==> src/hw/rtl/swa_pkg.sv <==
`timescale 1ns / 1ps

package swa_pkg;

    localparam int WINDOW_MAX  = 32;
    localparam int SAMPLE_BITS = 16;
    localparam int LEN_BITS    = 6;
    localparam int POS_BITS    = (WINDOW_MAX > 1) ? $clog2(WINDOW_MAX) : 1;
    localparam int SUM_BITS    = SAMPLE_BITS + POS_BITS;
    localparam int DIV_STEPS   = SUM_BITS;
    localparam int CNT_BITS    = $clog2(DIV_STEPS);

    typedef enum logic [2:0] {
        S_IDLE,
        S_UPDATE,
        S_START,
        S_DIV,
        S_DONE
    } t_state;

    typedef struct packed {
        logic load_sample;
        logic do_update;
        logic div_start;
        logic div_step;
        logic out_load;
    } t_dp_cmd;

    typedef struct packed {
        logic out_free;
    } t_dp_status;

endpackage

==> src/hw/rtl/swa_ctrl.sv <==
`timescale 1ns / 1ps

module swa_ctrl
    import swa_pkg::*;
(
    input  logic       i_clk,
    input  logic       i_rst_n,
    input  logic       i_in_valid,
    output logic       o_in_ready,
    input  t_dp_status i_status,
    output t_dp_cmd    o_cmd
);

    t_state              r_state;
    t_state              n_state;
    logic [CNT_BITS-1:0] r_cnt;
    logic [CNT_BITS-1:0] n_cnt;

    always_ff @(posedge i_clk) begin
        if (!i_rst_n) begin
            r_state <= S_IDLE;
            r_cnt   <= '0;
        end else begin
            r_state <= n_state;
            r_cnt   <= n_cnt;
        end
    end

    always_comb begin
        n_state = r_state;
        n_cnt   = r_cnt;
        unique case (r_state)
            S_IDLE: begin
                if (i_in_valid) begin
                    n_state = S_UPDATE;
                end
            end
            S_UPDATE: begin
                n_state = S_START;
            end
            S_START: begin
                n_state = S_DIV;
                n_cnt   = '0;
            end
            S_DIV: begin
                if (r_cnt == CNT_BITS'(DIV_STEPS - 1)) begin
                    n_state = S_DONE;
                end else begin
                    n_cnt = r_cnt + 1'b1;
                end
            end
            S_DONE: begin
                if (i_status.out_free) begin
                    n_state = S_IDLE;
                end
            end
            default: begin
                n_state = S_IDLE;
            end
        endcase
    end

    always_comb begin
        o_cmd      = '0;
        o_in_ready = 1'b0;
        unique case (r_state)
            S_IDLE: begin
                o_in_ready        = 1'b1;
                o_cmd.load_sample = i_in_valid;
            end
            S_UPDATE: begin
                o_cmd.do_update = 1'b1;
            end
            S_START: begin
                o_cmd.div_start = 1'b1;
            end
            S_DIV: begin
                o_cmd.div_step = 1'b1;
            end
            S_DONE: begin
                o_cmd.out_load = i_status.out_free;
            end
            default: begin
                o_cmd = '0;
            end
        endcase
    end

endmodule

==> src/hw/rtl/swa_datapath.sv <==
`timescale 1ns / 1ps

module swa_datapath
    import swa_pkg::*;
(
    input  logic                          i_clk,
    input  logic                          i_rst_n,
    input  logic                          i_window_length_we,
    input  logic [LEN_BITS-1:0]           i_window_length,
    input  logic signed [SAMPLE_BITS-1:0] i_sample,
    input  t_dp_cmd                       i_cmd,
    output t_dp_status                    o_status,
    output logic                          o_out_valid,
    input  logic                          i_out_ready,
    output logic signed [SAMPLE_BITS-1:0] o_average
);

    logic [SAMPLE_BITS-1:0] r_mem [WINDOW_MAX];
    logic [WINDOW_MAX-1:0]  r_entry_valid;

    logic [LEN_BITS-1:0]        r_len;
    logic [POS_BITS-1:0]        r_pos;
    logic [POS_BITS-1:0]        r_rd_pos;
    logic [SAMPLE_BITS-1:0]     r_sample;
    logic [SAMPLE_BITS-1:0]     r_rd_data;
    logic                       r_rd_valid;
    logic signed [SUM_BITS-1:0] r_sum;
    logic [SUM_BITS-1:0]        r_quo;
    logic [LEN_BITS-1:0]        r_rem;
    logic                       r_neg;
    logic                       r_out_valid;
    logic [SAMPLE_BITS-1:0]     r_avg;

    logic [LEN_BITS-1:0]    n_len;
    logic [POS_BITS-1:0]    eff_pos;
    logic [LEN_BITS:0]      pos_inc;
    logic [POS_BITS-1:0]    n_pos;
    logic [SAMPLE_BITS-1:0] old_val;
    logic [SUM_BITS-1:0]    sum_mag;
    logic [LEN_BITS:0]      trial;
    logic                   fits;
    logic [SUM_BITS-1:0]    quo_signed;

    always_comb begin
        n_len = i_window_length;
        if (i_window_length == '0) begin
            n_len = LEN_BITS'(1);
        end else if (i_window_length > LEN_BITS'(WINDOW_MAX)) begin
            n_len = LEN_BITS'(WINDOW_MAX);
        end
    end

    assign eff_pos = (LEN_BITS'(r_pos) >= r_len) ? '0 : r_pos;
    assign pos_inc = (LEN_BITS + 1)'(r_rd_pos) + 1'b1;
    assign n_pos   = (pos_inc >= {1'b0, r_len}) ? '0 : pos_inc[POS_BITS-1:0];
    assign old_val = r_rd_valid ? r_rd_data : '0;

    assign sum_mag    = r_sum[SUM_BITS-1] ? (~r_sum + 1'b1) : r_sum;
    assign trial      = {r_rem, r_quo[SUM_BITS-1]};
    assign fits       = trial >= {1'b0, r_len};
    assign quo_signed = r_neg ? (~r_quo + 1'b1) : r_quo;

    always_ff @(posedge i_clk) begin
        if (i_cmd.load_sample) begin
            r_rd_data <= r_mem[eff_pos];
        end
        if (i_cmd.do_update) begin
            r_mem[r_rd_pos] <= r_sample;
        end
    end

    always_ff @(posedge i_clk) begin
        if (!i_rst_n) begin
            r_len         <= LEN_BITS'(1);
            r_pos         <= '0;
            r_sum         <= '0;
            r_entry_valid <= '0;
            r_out_valid   <= 1'b0;
        end else begin
            if (i_window_length_we) begin
                r_len         <= n_len;
                r_pos         <= '0;
                r_sum         <= '0;
                r_entry_valid <= '0;
            end
            if (i_cmd.do_update) begin
                r_sum <= r_sum
                       + {{POS_BITS{r_sample[SAMPLE_BITS-1]}}, r_sample}
                       - {{POS_BITS{old_val[SAMPLE_BITS-1]}}, old_val};
                r_entry_valid[r_rd_pos] <= 1'b1;
                r_pos <= n_pos;
            end
            if (i_cmd.out_load) begin
                r_out_valid <= 1'b1;
            end else if (i_out_ready) begin
                r_out_valid <= 1'b0;
            end
        end
    end

    always_ff @(posedge i_clk) begin
        if (i_cmd.load_sample) begin
            r_sample   <= i_sample;
            r_rd_pos   <= eff_pos;
            r_rd_valid <= r_entry_valid[eff_pos];
        end
        if (i_cmd.div_start) begin
            r_quo <= sum_mag;
            r_rem <= '0;
            r_neg <= r_sum[SUM_BITS-1];
        end else if (i_cmd.div_step) begin
            r_quo <= {r_quo[SUM_BITS-2:0], fits};
            r_rem <= fits ? LEN_BITS'(trial - {1'b0, r_len}) : trial[LEN_BITS-1:0];
        end
        if (i_cmd.out_load) begin
            r_avg <= quo_signed[SAMPLE_BITS-1:0];
        end
    end

    assign o_status.out_free = !r_out_valid || i_out_ready;
    assign o_out_valid       = r_out_valid;
    assign o_average         = r_avg;

endmodule

==> src/hw/rtl/sliding_window_average.sv <==
`timescale 1ns / 1ps

// Boxcar moving average of signed 16-bit samples over the last window_length
// samples (1 to 32; 0 reads as 1, larger values as 32). Writing the length
// clears the window, write position and sum, and zeros left by a clear count
// in the average until the window fills. Each average is the exact window sum
// divided by the length, truncated toward zero. One sample is in work at a
// time. The window entry is read at the transfer. After that, the update
// state updates the sum and the start state loads the divider. The restoring
// divider then runs, one quotient bit per cycle, and the done state loads the
// output register, after which a new sample can be taken. The next sample is
// taken while a result waits in the output register. A finished average
// holds in the divider until that register is free.

module sliding_window_average
    import swa_pkg::*;
(
    input  logic                          i_clk,
    input  logic                          i_rst_n,
    input  logic                          i_window_length_we,
    input  logic [LEN_BITS-1:0]           i_window_length,
    input  logic                          i_in_valid,
    output logic                          o_in_ready,
    input  logic signed [SAMPLE_BITS-1:0] i_sample,
    output logic                          o_out_valid,
    input  logic                          i_out_ready,
    output logic signed [SAMPLE_BITS-1:0] o_average
);

    t_dp_cmd    cmd;
    t_dp_status status;

    swa_ctrl u_ctrl (
        .i_clk      (i_clk),
        .i_rst_n    (i_rst_n),
        .i_in_valid (i_in_valid),
        .o_in_ready (o_in_ready),
        .i_status   (status),
        .o_cmd      (cmd)
    );

    swa_datapath u_datapath (
        .i_clk              (i_clk),
        .i_rst_n            (i_rst_n),
        .i_window_length_we (i_window_length_we),
        .i_window_length    (i_window_length),
        .i_sample           (i_sample),
        .i_cmd              (cmd),
        .o_status           (status),
        .o_out_valid        (o_out_valid),
        .i_out_ready        (i_out_ready),
        .o_average          (o_average)
    );

endmodule

==> config.mk <==
export PLATFORM = sky130hd
export DESIGN_NAME = sliding_window_average
export DESIGN_NICKNAME = d
export VERILOG_FILES = /design/src/hw/rtl/swa_pkg.sv /design/src/hw/rtl/swa_ctrl.sv /design/src/hw/rtl/swa_datapath.sv /design/src/hw/rtl/sliding_window_average.sv
export SDC_FILE = /design/constraint.sdc
export NUM_CORES = 1
export LEC_CHECK = 0
export BUFFER_PORTS_ARGS = -buffer_cell sky130_fd_sc_hd__buf_4
export CORE_AREA = 2 2 233 235
export DETAILED_ROUTE_END_ITERATION = 7
export DIE_AREA = 0 0 235 237
export GPL_ROUTABILITY_DRIVEN = 0
export PLACE_DENSITY = 0.78
export SYNTH_ARGS = -nofsm -noshare
export SYNTH_HDL_FRONTEND = slang
export SYNTH_SLANG_ARGS = --single-unit
==> constraint.sdc <==
create_clock -name i_clk -period 7.2 [get_ports i_clk]
set_clock_uncertainty 0.1 [all_clocks]
set_input_delay 0.36 -clock i_clk [delete_from_list [all_inputs] [get_ports i_clk]]
set_output_delay 0.36 -clock i_clk [all_outputs]
set_load 0.02 [all_outputs]
==> metrics.md, run 1 <==
| Metric | Value |
|---|---|
| Synth top area share | `0.610` |
| Root buffer cell | `clkbuf_16` |
| Run status | `finished clean` |
| Largest area contributor in the netlist | `edfxtp_1` |
| Max-cap violation count | `0` |
| HP Start | `i_window_length[3]` |
| Via density | `6.12` |
| Synthesized area | `29000 sq um` |
| Initial Util | `0.543` |
| Sequential share of the synthesized area | `0.665` |
| Synth area leaders | `edfxtp_1 (61%), dfxtp_1 (5.5%), mux4_2 (5.2%)` |
| Power per cell area | `309 nW/um^2` |
| Multi-input logic area | `8830 sq um` |
| Setup crit start kind | `register` |
| Hold crit path type | `in2reg` |
| Slew Limit Fails | `0` |
| Max clock buf depth | `3` |
| Pint | `7.17 mW` |
| Pre-Repair DR Iteration Count | `5` |
| Largest net degree at the start of global routing | `154` |
| DR iter-0 viols | `2175` |
| Netlist cell types | `72` |
| Clock Latency Late Sink | `0.61 ns` |
| Drt drc | `0` |
| Static leakage | `10.9 nW` |
| DPL Wire Length | `41000 microns` |
| Fill cell count | `3848` |
| Worst Hold Path EP | `u_datapath.r_len[3]` |
| TNS Setup | `0 ns` |
| Net Sw Power | `2.87 mW` |
| CP Capture Type | `register` |
| Final min period | `4.17 ns` |
| Reg2reg setup slack | `3.03 ns` |
| Worst endpoint required time | `7.57 ns` |
| Cells on worst reg2reg path | `9` |
| Worst Path Arrival | `4.55 ns` |
| Post-synthesis register bit count | `667` |
| Sw frac | `0.286` |
| Worst-path cell chain | `inv_1 > ha_1 > nand2b_1 > a31oi_2 > o21a_1 > buf_4 > nand4b_1 > o221ai_1 > o21a_1` |
| Layout cell share with drive strength beyond 1 | `0.139` |
| Detailed-route via count | `17343` |
| RSZ-0062 raised after global routing | `false` |
| Final Hold Vio Count | `0` |
| Die area | `55700 sq um` |
| Hold depth | `4` |
| CP max stage cell | `nand4b_1` |
| Num Clock Sinks | `667` |
| WP buf/inv | `2` |
| Register Area | `19200 sq um` |
| Die width | `235 microns` |
| Ys flop type | `edfxtp_1` |
| Setup-failing EPs final | `0` |
| Synthesis-to-finish area growth | `12.4%` |
| ANT cells | `0` |
| Kind of critical path | `reg2reg` |
| Syn nets | `2092` |
| I/O Buffers | `44` |
| Io pins | `45` |
| Final Instance Area | `32500 sq um` |
| Clock share of power | `0.340` |
| Peak Freq | `0.240 GHz` |
| Die height | `237 microns` |
| Reg power frac | `0.457` |
| Slowest cell delay on critical path | `0.89 ns` |
| GRT overflow | `0` |
| Resize count post-CTS | `0` |
| WL final | `68700 microns` |
| CTS clock-pin slew for the worst setup and hold paths | `0.06 ns` |
| Gate power share | `0.203` |
| Synthesized area per cell | `14.5 sq um` |
| Worst vdd ir | `248 uV` |
| Placed Area | `30200 sq um` |
| Post CTS Setup Buffer Count | `0` |
| Final hold slack | `0.0286 ns` |
| Final period utilization | `0.579` |
| EDFF count, synth | `588` |
| Post-DRT Antenna Nets | `0` |
| Crit-path most repeated cell | `o21a_1` |
| Layout net count | `2181` |
| Max-slew headroom | `0.137` |
| Worst r2r src | `u_datapath.r_pos[0]` |
| First-pass GRT wire length | `104000 microns` |
| Critical R2R Capture | `u_datapath.r_rd_valid` |
| CTS H-tree depth | `3` |
| GRT Resource Usage Total | `0.247` |
| Initial antenna violation count | `1` |
| Post-Syn Instances | `1998` |
| FP Rows | `85` |
| Crit-path max FO | `41` |
| Placed cells | `2693` |
| Final core occ | `0.611` |
| WL/cell | `24.3 microns` |
| CTS Buf Count | `68` |
| Async set-reset flop share out of synthesis | `0` |
| CORE AREA | `53300 sq um` |
| Critical path's top delay family | `compound AO/OA/AOI/OAI gates` |
| Non-Filler Instances | `2834` |
| Worst-Margin Slew | `1.29 ns` |
| YS warnings | `0` |
| Vias in the first global route | `17469` |
| Clock tree from TritonCTS | `built` |
cell type report:
type | instances | area share
Clock inverter | 21 | 0.00780
Tap cell | 696 | 0.0268
Sequential cell | 667 | 0.591
Multi-Input combinational cell | 1107 | 0.271
Timing Repair Buffer | 125 | 0.0308
Clock buffer | 100 | 0.0582
Inverter | 118 | 0.0136
timing repair:
| item | CTS | global route |
|---|---|---|
| hold endpoints to repair | 20 | 0 |
| endpoints found under the setup margin | 0 | 0 |
| hold buffers | 20 | 0 |
cells in the final DEF (no fill, tap or decap), drive strengths merged, types with 11 or more instances in the layout:
cell type and count:
edfxtp 588, nor2 156, inv 120, mux2i 105
buf 105, clkbuf 100, a21oi 99, dfxtp 79
nand2 76, o21ai 75, mux4 67, o21a 58
nor2b 48, ha 46, a31oi 40, xnor2 38
o221ai 33, a21o 32, and2 27, nor3 23
fa 21, o211ai 20, dlygate4sd3 20, xor2 19
o2111ai 16, clkinv 15, nand3 11
tightest hold or removal path: stages:
cell     delay (ns)
buf_4          0.08
nand2_1        0.07
o21ai_0        0.07
and2_1         0.12
state kept, by name (all words and copies together) (netlist names):
signal / flops
u_datapath.r_mem: 512
u_datapath.r_entry_valid: 32
u_datapath.r_quo: 21
u_datapath.r_sum: 21
u_datapath.o_average: 16
u_datapath.r_rd_data: 16
u_datapath.r_sample: 16
u_datapath.r_len: 6
u_datapath.r_rem: 6
u_ctrl.r_cnt: 5
u_datapath.r_pos: 5
u_datapath.r_rd_pos: 5
u_ctrl.r_state: 3
u_datapath.o_out_valid: 1
u_datapath.r_neg: 1
u_datapath.r_rd_valid: 1
cell usage after synthesis (6+ instances only):
master	number
nand2_1	75
buf_2	22
mux2i_1	105
o31ai_1	8
inv_1	117
fa_1	21
a221o_1	6
edfxtp_1	588
a31oi_1	39
o21ai_0	65
o221ai_1	23
buf_1	18
o2111ai_1	16
nand2b_1	9
o221ai_2	10
nor2_1	155
clkbuf_1	60
xor2_1	19
dfxtp_1	79
nor3_1	23
o21ai_1	7
nand3_1	11
xnor2_1	38
o21a_1	58
nor2b_1	48
ha_1	46
a21oi_1	98
nand4_1	9
o211ai_1	20
mux4_2	67
and2_1	27
a21o_1	32
worst max path at each step:
stage	cells after the start	to	start
after floorplan	10	u_datapath.r_sum[20]	u_datapath.r_sample[1]
final	9	u_datapath.r_rd_valid	u_datapath.r_pos[0]
after CTS	9	u_datapath.r_rd_valid	u_datapath.r_pos[0]
after global placement	9	u_datapath.r_rd_data[1]	u_datapath.r_pos[0]
after detailed placement	9	u_datapath.r_rd_valid	u_datapath.r_pos[0]
after global routing	9	u_datapath.r_rd_valid	u_datapath.r_pos[0]
power groups by stage:
stage                     combinational [mW]  clock [mW]  sequential (mW)
after floorplan                         1.46           0             4.66
after global placement                  1.94           0             4.66
after detailed placement                1.99           0             4.67
after CTS                               2.02        3.44             4.59
after global routing                    2.24        3.60             4.61
final                                   2.04        3.41             4.60
layer usage:
layer	wire length [microns]	vias to the layer above	global-route usage
met5	9	-	0
met4	3420	2	0.118
met3	6130	201	0.0536
met2	33500	851	0.409
met1	25700	8570	0.312
li1	-	7719	-
cell families (layout without fill, tap and decap cells):
kind of cell	after synthesis	in the layout	share of synthesized area
AO/OA/AOI/OAI	420	420	0.0996
XOR/XNOR	57	57	0.0172
adder cells (fa/ha/maj)	67	67	0.0344
buffers and inverters	224	364	0.0310
flip-flops	667	667	0.665
multiplexers	173	173	0.0888
AND/OR/NAND/NOR	390	390	0.0644
per-stage QoR:
| stage | setup WS (ns) | power (mW) |
|---|---|---|
| floorplan | 3.93 | 6.12 |
| global placement | 3.28 | 6.60 |
| detailed placement | 3.11 | 6.66 |
| CTS | 3.06 | 10.1 |
| global route | 2.77 | 10.5 |
| finish | 3.03 | 10.0 |
No activity file was read; power rests on OpenSTA's default activity.
==> run 2: changes to the inputs <==
--- a/config.mk
+++ b/config.mk
@@ -10,7 +10,7 @@
 export DETAILED_ROUTE_END_ITERATION = 7
 export DIE_AREA = 0 0 235 237
 export GPL_ROUTABILITY_DRIVEN = 0
-export PLACE_DENSITY = 0.78
+export PLACE_DENSITY = 0.8
 export SYNTH_ARGS = -nofsm -noshare
 export SYNTH_HDL_FRONTEND = slang
 export SYNTH_SLANG_ARGS = --single-unit
==> constraint.sdc (replaced) <==
create_clock -name i_clk -period 3.6 [get_ports i_clk]
set_clock_uncertainty 0.1 [all_clocks]
set_input_delay 0.18 -clock i_clk [delete_from_list [all_inputs] [get_ports i_clk]]
set_output_delay 0.18 -clock i_clk [all_outputs]
set_load 0.02 [all_outputs]
==> metrics.md, run 2 (same netlist as run 1, synthesis figures left out) <==
| Metric | Value |
|---|---|
| Pre-Repair DR Iteration Count | `7 (+2)` |
| CTS Buf Count | `67 (-1.5%)` |
| Layout net count | `2206 (+1.1%)` |
| RSZ-0062 raised after global routing | `false` |
| Worst Path Arrival | `3.78 ns (-0.77 ns)` |
| First-pass GRT wire length | `101000 microns (-2.9%)` |
| Run status | `finished clean` |
| PnR worst setup slack | `0.208 ns (-2.82 ns)` |
| Vias in the first global route | `16994 (-2.7%)` |
| FP Rows | `85 (unchanged)` |
| Num Clock Sinks | `667 (unchanged)` |
| Peak Freq | `0.295 GHz (+23%)` |
| Critical R2R Capture | `u_datapath.r_sum[16]` |
| Worst endpoint required time | `3.99 ns (-3.58 ns)` |
| Placed cells | `2711 (+0.67%)` |
| Worst vdd ir | `404 uV (+63%)` |
| I/O Buffers | `44 (unchanged)` |
| Final Instance Area | `32700 sq um (+0.57%)` |
| Reg2reg setup slack | `0.21 ns (-2.82 ns)` |
| Final Hold Vio Count | `0 (unchanged)` |
| Die area | `55700 sq um (unchanged)` |
| Non-Filler Instances | `2863 (+1.0%)` |
| Place WS | `0.117 ns (-2.99 ns)` |
| Io pins | `45 (unchanged)` |
| DR iter-0 viols | `1969 (-9.5%)` |
| Static leakage | `11.0 nW (+1.0%)` |
| Commonest cells after routing, fill and taps aside | `edfxtp_1 (588), nor2_1 (155), buf_4 (123), inv_1 (117), mux2i_1 (105)` |
| GRT overflow | `0 (unchanged)` |
| Register Area | `19200 sq um (unchanged)` |
| Initial Util | `0.543 (unchanged)` |
| Placed Area | `30300 sq um (+0.49%)` |
| Final core occ | `0.614 (+0.00350)` |
| Via density | `6.12 (about the same)` |
| Max clock buf depth | `3 (unchanged)` |
| Max-cap violation count | `0 (unchanged)` |
| ANT cells | `0 (unchanged)` |
| Power per cell area | `611 nW/um^2 (+98%)` |
| Reg with most FFs | `u_datapath.r_mem` |
| Critical Path Start | `u_datapath.r_rd_valid` |
| Flip-flop count of the largest register after layout | `512 (unchanged)` |
| Kind of critical path | `reg2reg` |
| DPL Wire Length | `40600 microns (-0.91%)` |
| Slew Limit Fails | `0 (unchanged)` |
| Clock Latency Late Sink | `0.61 ns (about the same)` |
| Initial antenna violation count | `1 (unchanged)` |
| Clock tree from TritonCTS | `built` |
| Cells on worst reg2reg path | `10 (+1)` |
| Fill cell count | `3674 (-4.5%)` |
| Setup crit start kind | `register` |
| WL final | `66500 microns (-3.2%)` |
| CP Capture Type | `register` |
| Hold crit path type | `in2reg` |
| Synthesis-to-finish area growth | `13.1%` |
| CORE AREA | `53300 sq um (unchanged)` |
| GRT Resource Usage Total | `0.237 (-0.0101)` |
| CTS clock-pin slew for the worst setup and hold paths | `0.06 ns (about the same)` |
| WL/cell | `23.2 microns (-4.2%)` |
| CTS H-tree depth | `3 (unchanged)` |
| Layout cell share with drive strength beyond 1 | `0.150 (+0.0106)` |
| Final min period | `3.39 ns (-0.780 ns)` |
| Max-slew headroom | `0.227 (+0.0897)` |
| Multi-input logic area | `8840 sq um (+0.13%)` |
| Root buffer cell | `clkbuf_16` |
| Worst-Margin Slew | `1.16 ns (-0.139 ns)` |
| Worst r2r src | `u_datapath.r_rd_valid` |
| Largest net degree at the start of global routing | `135 (-12%)` |
| Commonest non-fill, non-tap cell in the layout | `edfxtp_1` |
| Detailed-route via count | `17514 (+0.99%)` |
| Setup-failing EPs final | `0 (unchanged)` |
| Top Registers | `u_datapath.r_mem: 512 flops, u_datapath.r_entry_valid: 32 flops` |
| Die height | `237 microns (unchanged)` |
| Final period utilization | `0.942 (+0.363)` |
| Die width | `235 microns (unchanged)` |
| Drt drc | `0 (unchanged)` |
| TNS Setup | `0 ns (unchanged)` |
| Crit-path max FO | `11 (-73%)` |
| Post-DRT Antenna Nets | `0 (unchanged)` |
| Critical path destination | `u_datapath.r_sum[16]` |
[run 2: cell count changes in the layout (fill, tap and decap cells not counted), sizes merged]
cell,delta
buf,+20
bufinv,-1
clkbuf,-4
clkinv,+4
dlygate4sd3,+6
inv,+4
[run 2: how the worst min path moves through the flow]
stage                              endpoint                from  slack [ns]  cells after the start
6_report       u_datapath.r_entry_valid[17]  i_window_length_we        0.16                      3
5_1_grt         u_datapath.r_entry_valid[9]  i_window_length_we        0.18                      3
4_1_cts        u_datapath.r_entry_valid[17]  i_window_length_we        0.13                      3
3_5_place_dp         u_datapath.r_sample[9]         i_sample[9]        0.26                      1
3_3_place_gp         u_datapath.r_sample[9]         i_sample[9]        0.26                      1
2_1_floorplan        u_datapath.r_sample[0]         i_sample[0]        0.18                      0
[run 2: metrics by stage]
step | total power, mW | hold WS (ns)
6_report | 20.0 | 0.156
5_1_grt | 20.8 | 0.183
4_1_cts | 20.0 | 0.130
3_5_place_dp | 13.3 | 0.263
3_3_place_gp | 13.2 | 0.263
2_1_floorplan | 12.2 | 0.179
[run 2: power by group]
group          switching [mW]  internal, mW  leakage, nW
Clock                    2.88          3.82         1.03
Combinational            2.59          1.58         4.05
Sequential              0.226          8.91         5.96
Total                    5.69          14.3         11.0
[run 2: what timing repair did]
item | in CTS | in global routing
gates resized for setup | 0 | 3
hold buffers | 26 | 0
endpoints found under the hold margin | 53 | 0
endpoints found under the setup margin | 0 | 4
buffers inserted | 0 | 2
[run 2: area by class of cell]
| class | count | share of cell area |
|---|---|---|
| Sequential cell | 667 | 0.588 |
| Multi-Input combinational cell | 1107 | 0.270 |
| Clock buffer | 96 | 0.0576 |
| Timing Repair Buffer | 151 | 0.0374 |
| Tap cell | 696 | 0.0266 |
| Inverter | 118 | 0.0135 |
| Clock inverter | 28 | 0.00654 |
[run 2: per-layer routing]
| metal | wire, microns | GRT usage |
|---|---|---|
| met5 | 0 | 0 |
| met4 | 1850 | 0.0794 |
| met3 | 6170 | 0.0399 |
| met2 | 31100 | 0.375 |
| met1 | 27400 | 0.337 |
[run 2: critical path, cell delays in order, from the launching register on]
cell	delay [ns]
edfxtp_1	0.51
and2_1	0.20
fa_1	0.50
fa_1	0.46
nand2b_1	0.20
a21oi_1	0.23
o221ai_1	0.27
o211ai_1	0.31
nand2_1	0.10
xnor2_1	0.13
a32o_1	0.26
